**src/hw/rtl/read_quality_window_trim_filter_macros.svh**
```systemverilog
// Assertion macros for the read quality window trim filter.
`ifndef READ_QUALITY_WINDOW_TRIM_FILTER_MACROS_SVH
`define READ_QUALITY_WINDOW_TRIM_FILTER_MACROS_SVH

`ifndef ASSERT_OFF
// The antecedent implies the consequent in the same cycle.
`define RQWTF_ASSERT_IMP(lbl, ck, rs, ante, cons, msg) \
  lbl: assert property (@(posedge ck) disable iff (rs) (ante) |-> (cons)) \
    else $error(msg);
// The antecedent implies the consequent in the next cycle.
`define RQWTF_ASSERT_NEXT(lbl, ck, rs, ante, cons, msg) \
  lbl: assert property (@(posedge ck) disable iff (rs) (ante) |=> (cons)) \
    else $error(msg);
`else
`define RQWTF_ASSERT_IMP(lbl, ck, rs, ante, cons, msg)
`define RQWTF_ASSERT_NEXT(lbl, ck, rs, ante, cons, msg)
`endif

`endif

```
**src/hw/rtl/rqwtf_pkg.sv**
```systemverilog
// Shared types, constants and helper functions of the read quality window trim filter.
package rqwtf_pkg;

  localparam int MAX_WINDOW = 64;
  localparam int WIN_AW     = $clog2(MAX_WINDOW);
  localparam int POS_W      = 16;
  localparam int K_W        = 7;
  localparam int Q_W        = 7;
  localparam int QSUM_W     = 23;
  localparam int NCNT_W     = 16;
  localparam int WSUM_W     = 13;
  localparam int CFG_IDX_W  = 3;
  localparam int CFG_DATA_W = 16;
  localparam int VERDICT_W  = 3;

  localparam logic [POS_W-1:0] MAX_READ_LENGTH = 16'hFFFF;
  localparam logic [7:0]       QUAL_OFFSET     = 8'd33;
  localparam logic [Q_W-1:0]   QUAL_MAX        = 7'd93;
  localparam logic [7:0]       BASE_N          = 8'h4E;

  // Configuration register indexes.
  localparam logic [CFG_IDX_W-1:0] REG_MAX_N_COUNT         = 3'd0;
  localparam logic [CFG_IDX_W-1:0] REG_WINDOW_SIZE         = 3'd1;
  localparam logic [CFG_IDX_W-1:0] REG_MIN_WINDOW_QUALITY  = 3'd2;
  localparam logic [CFG_IDX_W-1:0] REG_MIN_AVERAGE_QUALITY = 3'd3;
  localparam logic [CFG_IDX_W-1:0] REG_MIN_READ_LENGTH     = 3'd4;

  // Verdict codes.
  localparam logic [VERDICT_W-1:0] VERDICT_KEEP    = 3'd0;
  localparam logic [VERDICT_W-1:0] VERDICT_MANY_N  = 3'd1;
  localparam logic [VERDICT_W-1:0] VERDICT_LOW_AVG = 3'd2;
  localparam logic [VERDICT_W-1:0] VERDICT_SHORT   = 3'd3;
  localparam logic [VERDICT_W-1:0] VERDICT_EMPTY   = 3'd4;

  typedef struct packed {
    logic [15:0]    max_n_count;
    logic [K_W-1:0] window_size;
    logic [Q_W-1:0] min_window_quality;
    logic [Q_W-1:0] min_average_quality;
    logic [15:0]    min_read_length;
  } cfg_t;

  localparam cfg_t CFG_RESET = '{
    max_n_count:         16'd0,
    window_size:         7'd5,
    min_window_quality:  7'd25,
    min_average_quality: 7'd25,
    min_read_length:     16'd35
  };

  // One base on its way from the issue stage to the update stage.
  typedef struct packed {
    logic [POS_W-1:0] pos;
    logic [K_W-1:0]   k;
    logic [Q_W-1:0]   qual;
    logic             is_n;
    logic             last;
    logic             active;
  } issue_t;

  // Running totals up to and including one position.
  typedef struct packed {
    logic [QSUM_W-1:0] qsum;
    logic [NCNT_W-1:0] ncnt;
  } prefix_t;

  typedef struct packed {
    logic [POS_W-1:0]  read_length;
    logic [POS_W-1:0]  trimmed_length;
    logic [NCNT_W-1:0] ncnt;
    logic [QSUM_W-1:0] qsum;
  } record_t;

  function automatic logic [K_W-1:0] effective_window(logic [K_W-1:0] ws);
    logic [K_W-1:0] k;
    k = ws;
    if (ws == '0) begin
      k = K_W'(1);
    end else if (int'(ws) > MAX_WINDOW) begin
      k = K_W'(MAX_WINDOW);
    end
    return k;
  endfunction

  function automatic logic [Q_W-1:0] phred_quality(logic [7:0] qc);
    logic [7:0]     d;
    logic [Q_W-1:0] q;
    d = qc - QUAL_OFFSET;
    if (qc < QUAL_OFFSET) begin
      q = '0;
    end else if (d > 8'(QUAL_MAX)) begin
      q = QUAL_MAX;
    end else begin
      q = d[Q_W-1:0];
    end
    return q;
  endfunction

endpackage

```
**src/hw/rtl/rqwtf_if.sv**
```systemverilog
// Handshake channel interfaces of the read quality window trim filter.
interface rqwtf_in_if;
  logic       valid;
  logic       ready;
  logic [7:0] base_char;
  logic [7:0] quality_char;
  logic       last;

  modport source (output valid, base_char, quality_char, last, input ready);
  modport sink (input valid, base_char, quality_char, last, output ready);
endinterface

interface rqwtf_out_if;
  logic                             valid;
  logic                             ready;
  logic                             keep;
  logic [rqwtf_pkg::VERDICT_W-1:0]  verdict;
  logic [rqwtf_pkg::POS_W-1:0]      trimmed_length;
  logic [rqwtf_pkg::POS_W-1:0]      read_length;
  logic [rqwtf_pkg::NCNT_W-1:0]     n_count;
  logic [rqwtf_pkg::QSUM_W-1:0]     quality_sum;

  modport source (output valid, keep, verdict, trimmed_length, read_length, n_count,
                  quality_sum, input ready);
  modport sink (input valid, keep, verdict, trimmed_length, read_length, n_count,
                quality_sum, output ready);
endinterface

interface rqwtf_cfg_if;
  logic                              valid;
  logic                              ready;
  logic [rqwtf_pkg::CFG_IDX_W-1:0]   index;
  logic [rqwtf_pkg::CFG_DATA_W-1:0]  data;

  modport source (output valid, index, data, input ready);
  modport sink (input valid, index, data, output ready);
endinterface

```
**src/hw/rtl/read_quality_window_trim_filter.sv**
```systemverilog
// Path: the last item of a read is held in the stage register s1, and its totals then go to
// the result register, where results.valid rises; s1 holds it while the result slot is full.
// Throughput: one item per cycle, sustained, set by the single read port of the prefix memory.
// Only a last item may wait, and only while the previous result has not been taken.
// Reset (rst, synchronous, active high) clears all counters, flags and handshake state and
// restores the register defaults; the prefix memory is not cleared, as only those of its
// totals that were written earlier in the same read are ever used.
module read_quality_window_trim_filter (
  input  logic         clk,
  input  logic         rst,
  rqwtf_in_if.sink     bases,
  rqwtf_out_if.source  results,
  rqwtf_cfg_if.sink    cfg
);

`include "read_quality_window_trim_filter_macros.svh"

  // The design keeps, for every position of the current read, the running quality sum and
  // N count up to and including that position, in a ring memory as deep as the largest window.
  // The sum of a window is then the running sum less the stored total of the position just
  // before the window, and trimming at a window start restores the totals stored there.
  // Each item reads one entry, the one of its window start; the same data, carried one item
  // further, is the entry just before the next item's window, so one read port serves both.

  rqwtf_pkg::cfg_t                  regs;
  rqwtf_pkg::issue_t                s1;
  logic                             s1_fire;
  logic                             out_free;
  logic                             rd_en;
  logic [rqwtf_pkg::WIN_AW-1:0]     rd_addr;
  rqwtf_pkg::prefix_t               rd_data;
  logic                             wr_en;
  logic [rqwtf_pkg::WIN_AW-1:0]     wr_addr;
  rqwtf_pkg::prefix_t               wr_data;
  rqwtf_pkg::record_t               rec;
  logic                             rec_valid;
  logic                             result_held;
  logic                             trim_ok;
  logic                             totals_ok;

  rqwtf_cfg u_cfg (
    .clk  (clk),
    .rst  (rst),
    .cfg  (cfg),
    .regs (regs)
  );

  // Stage one: take the item, count its position and issue the memory read.
  rqwtf_issue u_issue (
    .clk         (clk),
    .rst         (rst),
    .bases       (bases),
    .window_size (regs.window_size),
    .out_free    (out_free),
    .s1          (s1),
    .s1_fire     (s1_fire),
    .rd_en       (rd_en),
    .rd_addr     (rd_addr)
  );

  // The memory forwards a write to a read of the same slot in the same cycle, which covers
  // a window of two, where an item reads the entry that the item before it is writing.
  rqwtf_prefix_ram u_ram (
    .clk     (clk),
    .wr_en   (wr_en),
    .wr_addr (wr_addr),
    .wr_data (wr_data),
    .rd_en   (rd_en),
    .rd_addr (rd_addr),
    .rd_data (rd_data)
  );

  // Stage two: update the totals, check the window, trim and write the totals back.
  rqwtf_update u_update (
    .clk                (clk),
    .rst                (rst),
    .s1                 (s1),
    .s1_fire            (s1_fire),
    .min_window_quality (regs.min_window_quality),
    .rd_data            (rd_data),
    .wr_en              (wr_en),
    .wr_addr            (wr_addr),
    .wr_data            (wr_data),
    .rec                (rec),
    .rec_valid          (rec_valid)
  );

  // Result register; the verdict is formed from the held totals and the registers.
  rqwtf_verdict u_verdict (
    .clk       (clk),
    .rst       (rst),
    .regs      (regs),
    .rec       (rec),
    .rec_valid (rec_valid),
    .out_free  (out_free),
    .results   (results)
  );

  // Conditions checked below, kept short so that each check fits on one line.
  assign result_held = results.valid && !results.ready;
  assign trim_ok     = results.trimmed_length <= results.read_length;
  assign totals_ok   = (results.n_count <= results.read_length)
                       && (results.quality_sum <= rqwtf_pkg::QSUM_W'(rqwtf_pkg::QUAL_MAX)
                           * rqwtf_pkg::QSUM_W'(results.read_length));

  // Input back-pressure only ever comes from a result that has not yet been taken.
  `RQWTF_ASSERT_IMP(a_stall_only_on_result, clk, rst, !bases.ready, result_held, "input stalled")

  // The trim point never lies beyond the end of the read.
  `RQWTF_ASSERT_IMP(a_trim_within_read, clk, rst, results.valid, trim_ok, "trim past end")

  // The counted totals fit the number of bases in the read.
  `RQWTF_ASSERT_IMP(a_totals_bounded, clk, rst, results.valid, totals_ok, "totals too large")

endmodule

```
**src/hw/rtl/rqwtf_prefix_ram.sv**
```systemverilog
// Ring memory of running quality and N totals, one entry per window slot, with write bypass.
module rqwtf_prefix_ram (
  input  logic                             clk,
  input  logic                             wr_en,
  input  logic [rqwtf_pkg::WIN_AW-1:0]     wr_addr,
  input  rqwtf_pkg::prefix_t               wr_data,
  input  logic                             rd_en,
  input  logic [rqwtf_pkg::WIN_AW-1:0]     rd_addr,
  output rqwtf_pkg::prefix_t               rd_data
);

  rqwtf_pkg::prefix_t mem [rqwtf_pkg::MAX_WINDOW];

  always_ff @(posedge clk) begin
    if (wr_en) begin
      mem[wr_addr] <= wr_data;
    end
  end

  // A read that meets a write to the same slot returns the new data.
  always_ff @(posedge clk) begin
    if (rd_en) begin
      if (wr_en && (wr_addr == rd_addr)) begin
        rd_data <= wr_data;
      end else begin
        rd_data <= mem[rd_addr];
      end
    end
  end

endmodule

```
**src/hw/rtl/rqwtf_cfg.sv**
```systemverilog
// Configuration register bank of the read quality window trim filter.
module rqwtf_cfg (
  input  logic               clk,
  input  logic               rst,
  rqwtf_cfg_if.sink          cfg,
  output rqwtf_pkg::cfg_t    regs
);

  assign cfg.ready = 1'b1;

  always_ff @(posedge clk) begin
    if (rst) begin
      regs <= rqwtf_pkg::CFG_RESET;
    end else if (cfg.valid) begin
      unique case (cfg.index)
        rqwtf_pkg::REG_MAX_N_COUNT: begin
          regs.max_n_count <= cfg.data;
        end
        rqwtf_pkg::REG_WINDOW_SIZE: begin
          regs.window_size <= cfg.data[rqwtf_pkg::K_W-1:0];
        end
        rqwtf_pkg::REG_MIN_WINDOW_QUALITY: begin
          regs.min_window_quality <= cfg.data[rqwtf_pkg::Q_W-1:0];
        end
        rqwtf_pkg::REG_MIN_AVERAGE_QUALITY: begin
          regs.min_average_quality <= cfg.data[rqwtf_pkg::Q_W-1:0];
        end
        rqwtf_pkg::REG_MIN_READ_LENGTH: begin
          regs.min_read_length <= cfg.data;
        end
        default: begin
        end
      endcase
    end
  end

endmodule

```
**src/hw/rtl/rqwtf_issue.sv**
```systemverilog
// Issue stage: position counter, window latch, memory read issue and the stage register.
module rqwtf_issue (
  input  logic                             clk,
  input  logic                             rst,
  rqwtf_in_if.sink                         bases,
  input  logic [rqwtf_pkg::K_W-1:0]        window_size,
  input  logic                             out_free,
  output rqwtf_pkg::issue_t                s1,
  output logic                             s1_fire,
  output logic                             rd_en,
  output logic [rqwtf_pkg::WIN_AW-1:0]     rd_addr
);

  logic                           s1_valid;
  logic [rqwtf_pkg::POS_W-1:0]    pos;
  logic [rqwtf_pkg::K_W-1:0]      k_reg;
  logic [rqwtf_pkg::K_W-1:0]      k_cur;
  logic                           accept;

  // A base leaves the stage unless it ends a read and the result slot is full.
  assign s1_fire     = s1_valid && (!s1.last || out_free);
  assign bases.ready = !s1_valid || s1_fire;
  assign accept      = bases.valid && bases.ready;

  // The window length is taken from the register at the first base of each read.
  assign k_cur = (pos == '0) ? rqwtf_pkg::effective_window(window_size) : k_reg;

  // Fetch the totals of the position at which this base's window starts.
  assign rd_en   = accept;
  assign rd_addr = pos[rqwtf_pkg::WIN_AW-1:0] + rqwtf_pkg::WIN_AW'(1)
                   - k_cur[rqwtf_pkg::WIN_AW-1:0];

  always_ff @(posedge clk) begin
    if (rst) begin
      s1_valid <= 1'b0;
      pos      <= '0;
      k_reg    <= rqwtf_pkg::K_W'(1);
    end else begin
      if (accept) begin
        s1_valid <= 1'b1;
        k_reg    <= k_cur;
        if (bases.last) begin
          pos <= '0;
        end else if (pos != rqwtf_pkg::MAX_READ_LENGTH) begin
          pos <= pos + rqwtf_pkg::POS_W'(1);
        end
      end else if (s1_fire) begin
        s1_valid <= 1'b0;
      end
    end
  end

  always_ff @(posedge clk) begin
    if (accept) begin
      s1.pos    <= pos;
      s1.k      <= k_cur;
      s1.qual   <= rqwtf_pkg::phred_quality(bases.quality_char);
      s1.is_n   <= (bases.base_char == rqwtf_pkg::BASE_N);
      s1.last   <= bases.last;
      s1.active <= (pos != rqwtf_pkg::MAX_READ_LENGTH);
    end
  end

endmodule

```
**src/hw/rtl/rqwtf_update.sv**
```systemverilog
// Update stage: running totals, window check, trim decision and memory write-back.
module rqwtf_update (
  input  logic                             clk,
  input  logic                             rst,
  input  rqwtf_pkg::issue_t                s1,
  input  logic                             s1_fire,
  input  logic [rqwtf_pkg::Q_W-1:0]        min_window_quality,
  input  rqwtf_pkg::prefix_t               rd_data,
  output logic                             wr_en,
  output logic [rqwtf_pkg::WIN_AW-1:0]     wr_addr,
  output rqwtf_pkg::prefix_t               wr_data,
  output rqwtf_pkg::record_t               rec,
  output logic                             rec_valid
);

  logic                              trimmed;
  logic [rqwtf_pkg::POS_W-1:0]       trim_point;
  rqwtf_pkg::prefix_t                run;
  rqwtf_pkg::prefix_t                prev;
  rqwtf_pkg::prefix_t                fresh;
  rqwtf_pkg::prefix_t                at_x;
  rqwtf_pkg::prefix_t                final_run;
  logic                              counting;
  logic                              past_k;
  logic                              full_win;
  logic [rqwtf_pkg::QSUM_W-1:0]      diff;
  logic [rqwtf_pkg::WSUM_W-1:0]      wsum;
  logic [2*rqwtf_pkg::K_W-1:0]       thresh;
  logic                              trim_now;
  logic [rqwtf_pkg::POS_W-1:0]       x;
  logic [rqwtf_pkg::POS_W-1:0]       length;

  always_comb begin
    counting   = s1.active && !trimmed;
    fresh.qsum = run.qsum + rqwtf_pkg::QSUM_W'(s1.qual);
    fresh.ncnt = run.ncnt + rqwtf_pkg::NCNT_W'(s1.is_n);
    // With a window of one the window start is this very base.
    at_x       = (s1.k == rqwtf_pkg::K_W'(1)) ? fresh : rd_data;
    past_k     = rqwtf_pkg::POS_W'(s1.k) <= s1.pos;
    full_win   = rqwtf_pkg::POS_W'(s1.k - rqwtf_pkg::K_W'(1)) <= s1.pos;
    diff       = fresh.qsum - (past_k ? prev.qsum : '0);
    wsum       = diff[rqwtf_pkg::WSUM_W-1:0];
    thresh     = min_window_quality * s1.k;
    trim_now   = counting && !s1.last && full_win
                 && ((2*rqwtf_pkg::K_W)'(wsum) < thresh);
    x          = s1.pos + rqwtf_pkg::POS_W'(1) - rqwtf_pkg::POS_W'(s1.k);
    length     = s1.active ? s1.pos + rqwtf_pkg::POS_W'(1) : s1.pos;
    final_run  = counting ? fresh : run;
  end

  assign wr_en   = s1_fire && counting;
  assign wr_addr = s1.pos[rqwtf_pkg::WIN_AW-1:0];
  assign wr_data = fresh;

  assign rec_valid          = s1_fire && s1.last;
  assign rec.read_length    = length;
  assign rec.trimmed_length = trimmed ? trim_point : length;
  assign rec.ncnt           = final_run.ncnt;
  assign rec.qsum           = final_run.qsum;

  always_ff @(posedge clk) begin
    if (rst) begin
      trimmed <= 1'b0;
      run     <= '0;
    end else if (s1_fire) begin
      if (s1.last) begin
        trimmed <= 1'b0;
        run     <= '0;
      end else if (counting) begin
        if (trim_now) begin
          trimmed <= 1'b1;
          run     <= at_x;
        end else begin
          run <= fresh;
        end
      end
    end
  end

  always_ff @(posedge clk) begin
    if (s1_fire && counting) begin
      prev <= at_x;
      if (trim_now) begin
        trim_point <= x;
      end
    end
  end

endmodule

```
**src/hw/rtl/rqwtf_verdict.sv**
```systemverilog
// Result register and read verdict of the read quality window trim filter.
module rqwtf_verdict (
  input  logic               clk,
  input  logic               rst,
  input  rqwtf_pkg::cfg_t    regs,
  input  rqwtf_pkg::record_t rec,
  input  logic               rec_valid,
  output logic               out_free,
  rqwtf_out_if.source        results
);

  rqwtf_pkg::record_t                          held;
  logic [rqwtf_pkg::Q_W+rqwtf_pkg::POS_W-1:0]  avg_floor;
  logic [rqwtf_pkg::VERDICT_W-1:0]             verdict;

  assign out_free = !results.valid || results.ready;

  always_ff @(posedge clk) begin
    if (rst) begin
      results.valid <= 1'b0;
    end else if (rec_valid) begin
      results.valid <= 1'b1;
    end else if (results.ready) begin
      results.valid <= 1'b0;
    end
  end

  always_ff @(posedge clk) begin
    if (rec_valid) begin
      held <= rec;
    end
  end

  // The integer average is below the limit exactly when the sum is below limit times length.
  always_comb begin
    avg_floor = regs.min_average_quality * held.read_length;
    if (held.read_length == '0) begin
      verdict = rqwtf_pkg::VERDICT_EMPTY;
    end else if (held.ncnt > regs.max_n_count) begin
      verdict = rqwtf_pkg::VERDICT_MANY_N;
    end else if ((rqwtf_pkg::Q_W+rqwtf_pkg::POS_W)'(held.qsum) < avg_floor) begin
      verdict = rqwtf_pkg::VERDICT_LOW_AVG;
    end else if (held.trimmed_length < regs.min_read_length) begin
      verdict = rqwtf_pkg::VERDICT_SHORT;
    end else begin
      verdict = rqwtf_pkg::VERDICT_KEEP;
    end
  end

  assign results.verdict        = verdict;
  assign results.keep           = (verdict == rqwtf_pkg::VERDICT_KEEP);
  assign results.trimmed_length = held.trimmed_length;
  assign results.read_length    = held.read_length;
  assign results.n_count        = held.ncnt;
  assign results.quality_sum    = held.qsum;

endmodule

```
**src/flat_wrapper.sv**
```systemverilog
// flat-port wrapper written by rule: the top's interface ports become plain ports
module read_quality_window_trim_filter_flat 
  (clk, rst, bases_valid, bases_base_char, bases_quality_char, bases_last, bases_ready, results_valid, results_keep, results_verdict, results_trimmed_length, results_read_length, results_n_count, results_quality_sum, results_ready, cfg_valid, cfg_index, cfg_data, cfg_ready);
  rqwtf_in_if bases_i ();
  rqwtf_out_if results_i ();
  rqwtf_cfg_if cfg_i ();
  input  logic clk;
  input  logic rst;
  input wire logic [$bits(bases_i.valid)-1:0] bases_valid;
  input wire logic [$bits(bases_i.base_char)-1:0] bases_base_char;
  input wire logic [$bits(bases_i.quality_char)-1:0] bases_quality_char;
  input wire logic [$bits(bases_i.last)-1:0] bases_last;
  output wire logic [$bits(bases_i.ready)-1:0] bases_ready;
  output wire logic [$bits(results_i.valid)-1:0] results_valid;
  output wire logic [$bits(results_i.keep)-1:0] results_keep;
  output wire logic [$bits(results_i.verdict)-1:0] results_verdict;
  output wire logic [$bits(results_i.trimmed_length)-1:0] results_trimmed_length;
  output wire logic [$bits(results_i.read_length)-1:0] results_read_length;
  output wire logic [$bits(results_i.n_count)-1:0] results_n_count;
  output wire logic [$bits(results_i.quality_sum)-1:0] results_quality_sum;
  input wire logic [$bits(results_i.ready)-1:0] results_ready;
  input wire logic [$bits(cfg_i.valid)-1:0] cfg_valid;
  input wire logic [$bits(cfg_i.index)-1:0] cfg_index;
  input wire logic [$bits(cfg_i.data)-1:0] cfg_data;
  output wire logic [$bits(cfg_i.ready)-1:0] cfg_ready;
  assign bases_i.valid = bases_valid;
  assign bases_i.base_char = bases_base_char;
  assign bases_i.quality_char = bases_quality_char;
  assign bases_i.last = bases_last;
  assign bases_ready = bases_i.ready;
  assign results_valid = results_i.valid;
  assign results_keep = results_i.keep;
  assign results_verdict = results_i.verdict;
  assign results_trimmed_length = results_i.trimmed_length;
  assign results_read_length = results_i.read_length;
  assign results_n_count = results_i.n_count;
  assign results_quality_sum = results_i.quality_sum;
  assign results_i.ready = results_ready;
  assign cfg_i.valid = cfg_valid;
  assign cfg_i.index = cfg_index;
  assign cfg_i.data = cfg_data;
  assign cfg_ready = cfg_i.ready;
  read_quality_window_trim_filter u_core (.clk(clk), .rst(rst), .bases(bases_i), .results(results_i), .cfg(cfg_i));
endmodule
```
**config.mk**
```make
export PLATFORM = sky130hd
export DESIGN_NAME = read_quality_window_trim_filter_flat
export DESIGN_NICKNAME = d
export VERILOG_FILES = /design/src/hw/rtl/rqwtf_pkg.sv /design/src/hw/rtl/rqwtf_if.sv /design/src/hw/rtl/read_quality_window_trim_filter.sv /design/src/hw/rtl/rqwtf_prefix_ram.sv /design/src/hw/rtl/rqwtf_cfg.sv /design/src/hw/rtl/rqwtf_issue.sv /design/src/hw/rtl/rqwtf_update.sv /design/src/hw/rtl/rqwtf_verdict.sv /design/src/flat_wrapper.sv
export VERILOG_INCLUDE_DIRS = /design/src /design/src/hw/rtl
export SDC_FILE = /design/constraint.sdc
export NUM_CORES = 2
export LEC_CHECK = 0
export BUFFER_PORTS_ARGS = -buffer_cell sky130_fd_sc_hd__buf_4
export CORE_ASPECT_RATIO = 0.6
export CORE_UTILIZATION = 40
export CTS_BUF_LIST = sky130_fd_sc_hd__clkbuf_8
export DETAILED_ROUTE_END_ITERATION = 6
export GPL_ROUTABILITY_DRIVEN = 0
export PLACE_DENSITY = 0.62
export SYNTH_ARGS = -nofsm -noshare
export SYNTH_HDL_FRONTEND = slang
export SYNTH_SLANG_ARGS = --single-unit
```
**constraint.sdc**
```tcl
create_clock -name clk -period 16.9 [get_ports clk]
set_clock_uncertainty 0.1 [all_clocks]
set_input_delay 1.69 -clock clk [delete_from_list [all_inputs] [get_ports clk]]
set_output_delay 1.69 -clock clk [all_outputs]
set_load 0.1 [all_outputs]
```
==> key figures <==
Cells and area
  • Multi-input gate area: 0.0330 mm2
  • Fillers: 24700
  • Biggest regs: u_core.u_ram.mem: 2496 flops, u_core.u_cfg.regs: 53 flops
  • Non-Filler Instances: between 10000 and 15000
  • Layout cells sized above 1: 0.245
  • Most common cell after layout, fill and taps aside: edfxtp_1
  • Most flops, register: u_core.u_ram.mem
  • Final net count: 6812
  • FF/Latch Area: approximately 0.082 mm2
  • Commonest non-fill, non-tap cells in the layout: edfxtp_1, mux4_2, clkbuf_8, inv_1, nand2_1
  • Utilization after layout: 0.450
  • Max FFs per register: 2496
  • Final instance area: 0.130 mm2
  • Area grow syn2layout: 11.7%

Setup path
  • Crit start category: flop
  • Start-to-end type of the worst setup path: flop to primary output
  • Worst Path Buf+Inv: 3
  • Top delay family on crit path: compound AO/OA/AOI/OAI gates
  • Endpoint type of the worst setup path: primary output
  • Slowest stage delay, CP: 0.77 ns
  • CP arrival: 8.23 ns
  • Cell mode on critical path: fa_1
  • Slowest CP cell: dfxtp_1
  • CP Max Fanout: 17
  • Required @ worst endpoint: 15.11 ns

Clock network
  • Hold-fix buffers, CTS: 0
  • # Post-CTS Setup Buffers: 0
  • Root buffer cell: clkbuf_8
  • CTS H-Tree Depth: 5
  • TritonCTS buffer count: 380
  • Reg clk slew, reported paths: ~0.070 ns
  • Clk_lat worst skew: 1.01 ns
  • # clock sinks: 2786
  • CTS tree: built
  • Post-CTS resize count: 0
  • Largest buffer count on any clock path: 4

Floorplanning
  • Core area: a little under 0.3 mm2
  • Die height: 420 um
  • Initial core utilization: 0.403
  • Row count: between 150 and 200
  • Die Span X: 699 um
  • Die Footprint: 0.294 mm2
  • Total I/O pin count: around 120

Power
  • PD cells: roughly 110 mW/mm2
  • Leak: 43.4 nW
  • Maximum vdd drop: 0.0737 mV

Yosys
  • Distinct cells, synth: 71
  • FF+latch count, synth: 2786
  • EDFF count, synth: 2668
  • Ys flop type: edfxtp_1
  • Mapped Nets: 6455
  • Cells after Synth: ~6100
  • FFs w/ async S/R, synth: 0
  • Cell Area, Synth: about 0.12 mm2
  • Sequential share of the synthesized area: 0.707
  • Yosys Warn Count: 0
  • Syn avg cell area: 19.1 um2

Global route
  • Vias in the first global route: 60500
  • Total GRT Usage: 0.219
  • Global-route wire length before repair: 456000 um
  • Largest net degree at the start of global routing: 143
  • GRT overflow: 0
  • Initial antenna violation count: 22

Drt
  • Vias: 62200
  • Antenna viol nets, final: 0
  • DR WL met3: roughly 40000 um
  • Initial DRC count: between 9000 and 10000
  • DRC Markers: 0
  • DR WL/cell: between 30 and 40 um
  • TritonRoute pass-1 iters: 6
  • Routed wl met2: 136000 um
  • Wire length on met1: around 150000 um
  • Max layer used: met5
  • DRT Wirelength: 327000 um
  • Via density: 5.84

Place
  • DPL Wire Length: between 150000 and 200000 um
  • Placed cells: 9962
  • Placed inst area: 0.123 mm2
  • Input/output buffers: roughly 120

Timing
  • Fin Hold WS: 0.357 ns
  • Slew at the pin closest to its max-slew limit: between 1 and 1.5 ns
  • RSZ-0062 raised after global routing: no
  • Max Fclk: 0.0998 GHz
  • Min Tclk post-route: around 10 ns
  • Endpoints failing setup: 0
  • Final Max Slew Viols: 0
  • Rel. slew slack: 0.110
  • Total negative slack: 0 ns
  • Final period util: 0.593
  • Hold Fails Final Rpt: 0

Run status
  • Status: finished, final reports clean

Flow run
  • Max Cap Violations: 0

Worst hold path
  • Worst Hold Class: flop to flop
==> worst min-delay path, stage by stage, from the launching register on <==
cell     delay, ns
dfxtp_1       0.31
nand2_1       0.05
a21oi_1       0.05
==> cell type report <==
cell class                 count  share of cell area
antenna                        3           0.0000576
inverter                     230             0.00662
clock inverter               290              0.0115
sequential                  2786               0.633
clock buffer                 394              0.0416
tap                         3875              0.0372
timing repair buffer         273              0.0166
multi-input combinational   2798               0.253
==> cells in the mapped netlist, drive strengths merged (22+ instances only) <==
master / number / area share
o21ai: 92 / 0.0039
xnor2: 111 / 0.0083
clkbuf: 205 / 0.0066
dfxtp: 118 / 0.020
o211ai: 24 / 0.0016
and2: 103 / 0.0055
nor2b: 67 / 0.0036
nor2: 205 / 0.0066
mux4: 734 / 0.14
xor2: 59 / 0.0044
nor3: 40 / 0.0017
nand3: 75 / 0.0032
a211oi: 60 / 0.0039
edfxtp: 2668 / 0.69
nand4: 26 / 0.0014
buf: 93 / 0.0037
mux2: 50 / 0.0048
inv: 228 / 0.0073
fa: 97 / 0.017
a21o: 22 / 0.0014
mux2i: 168 / 0.014
nand2: 314 / 0.010
a21oi: 110 / 0.0047
ha: 205 / 0.022
a211o: 34 / 0.0026
==> worst paths after layout <==
| check | start | end | slack [ns] | depth (start not counted) |
|---|---|---|---|---|
| worst min register to register | u_core.u_cfg.regs[42] | u_core.u_cfg.regs[42] | 0.36 | 2 |
| worst max-delay path | u_core.u_cfg.regs[19] | results_verdict[1] | 6.88 | 25 |
| worst min-delay path | u_core.u_cfg.regs[42] | u_core.u_cfg.regs[42] | 0.36 | 2 |
| worst max register to register | u_core.u_issue.pos[0] | u_core.u_ram.rd_data[5] | 9.06 | 17 |
==> per-stage QoR <==
stage / power [mW] / setup slack, ns
global placement: 10.2 / 8.12
CTS: 15.0 / 6.92
detailed placement: 10.2 / 8.07
global route: 15.5 / 6.49
floorplan: 9.46 / 7.23
finish: 15.0 / 6.88
==> power breakdown <==
part / internal (mW) / switching, mW
Clock: 2.32 / 2.57
Combinational: 1.02 / 1.38
Sequential: 7.64 / 0.0481
Total: 11.0 / 4.00
==> kinds of logic (layout without fill, tap and decap cells) <==
family | count (synthesis) | after routing | share of synthesized area
simple gates | 932 | 932 | 0.0382
fa+ha+maj | 302 | 302 | 0.0386
mux | 952 | 952 | 0.161
other cells | 1 | 4 | 0.0000321
buf+inv | 528 | 1187 | 0.0177
compound gates | 441 | 441 | 0.0248
xor+xnor | 170 | 170 | 0.0128
flops | 2786 | 2786 | 0.707
==> layer usage <==
metal	up-vias	track usage
li1	25200	-
met2	3259	0.302
met4	6	0.0433
met5	-	0
met1	33400	0.343
met3	413	0.0629
Note: power is estimated with default switching activity, not from simulation.
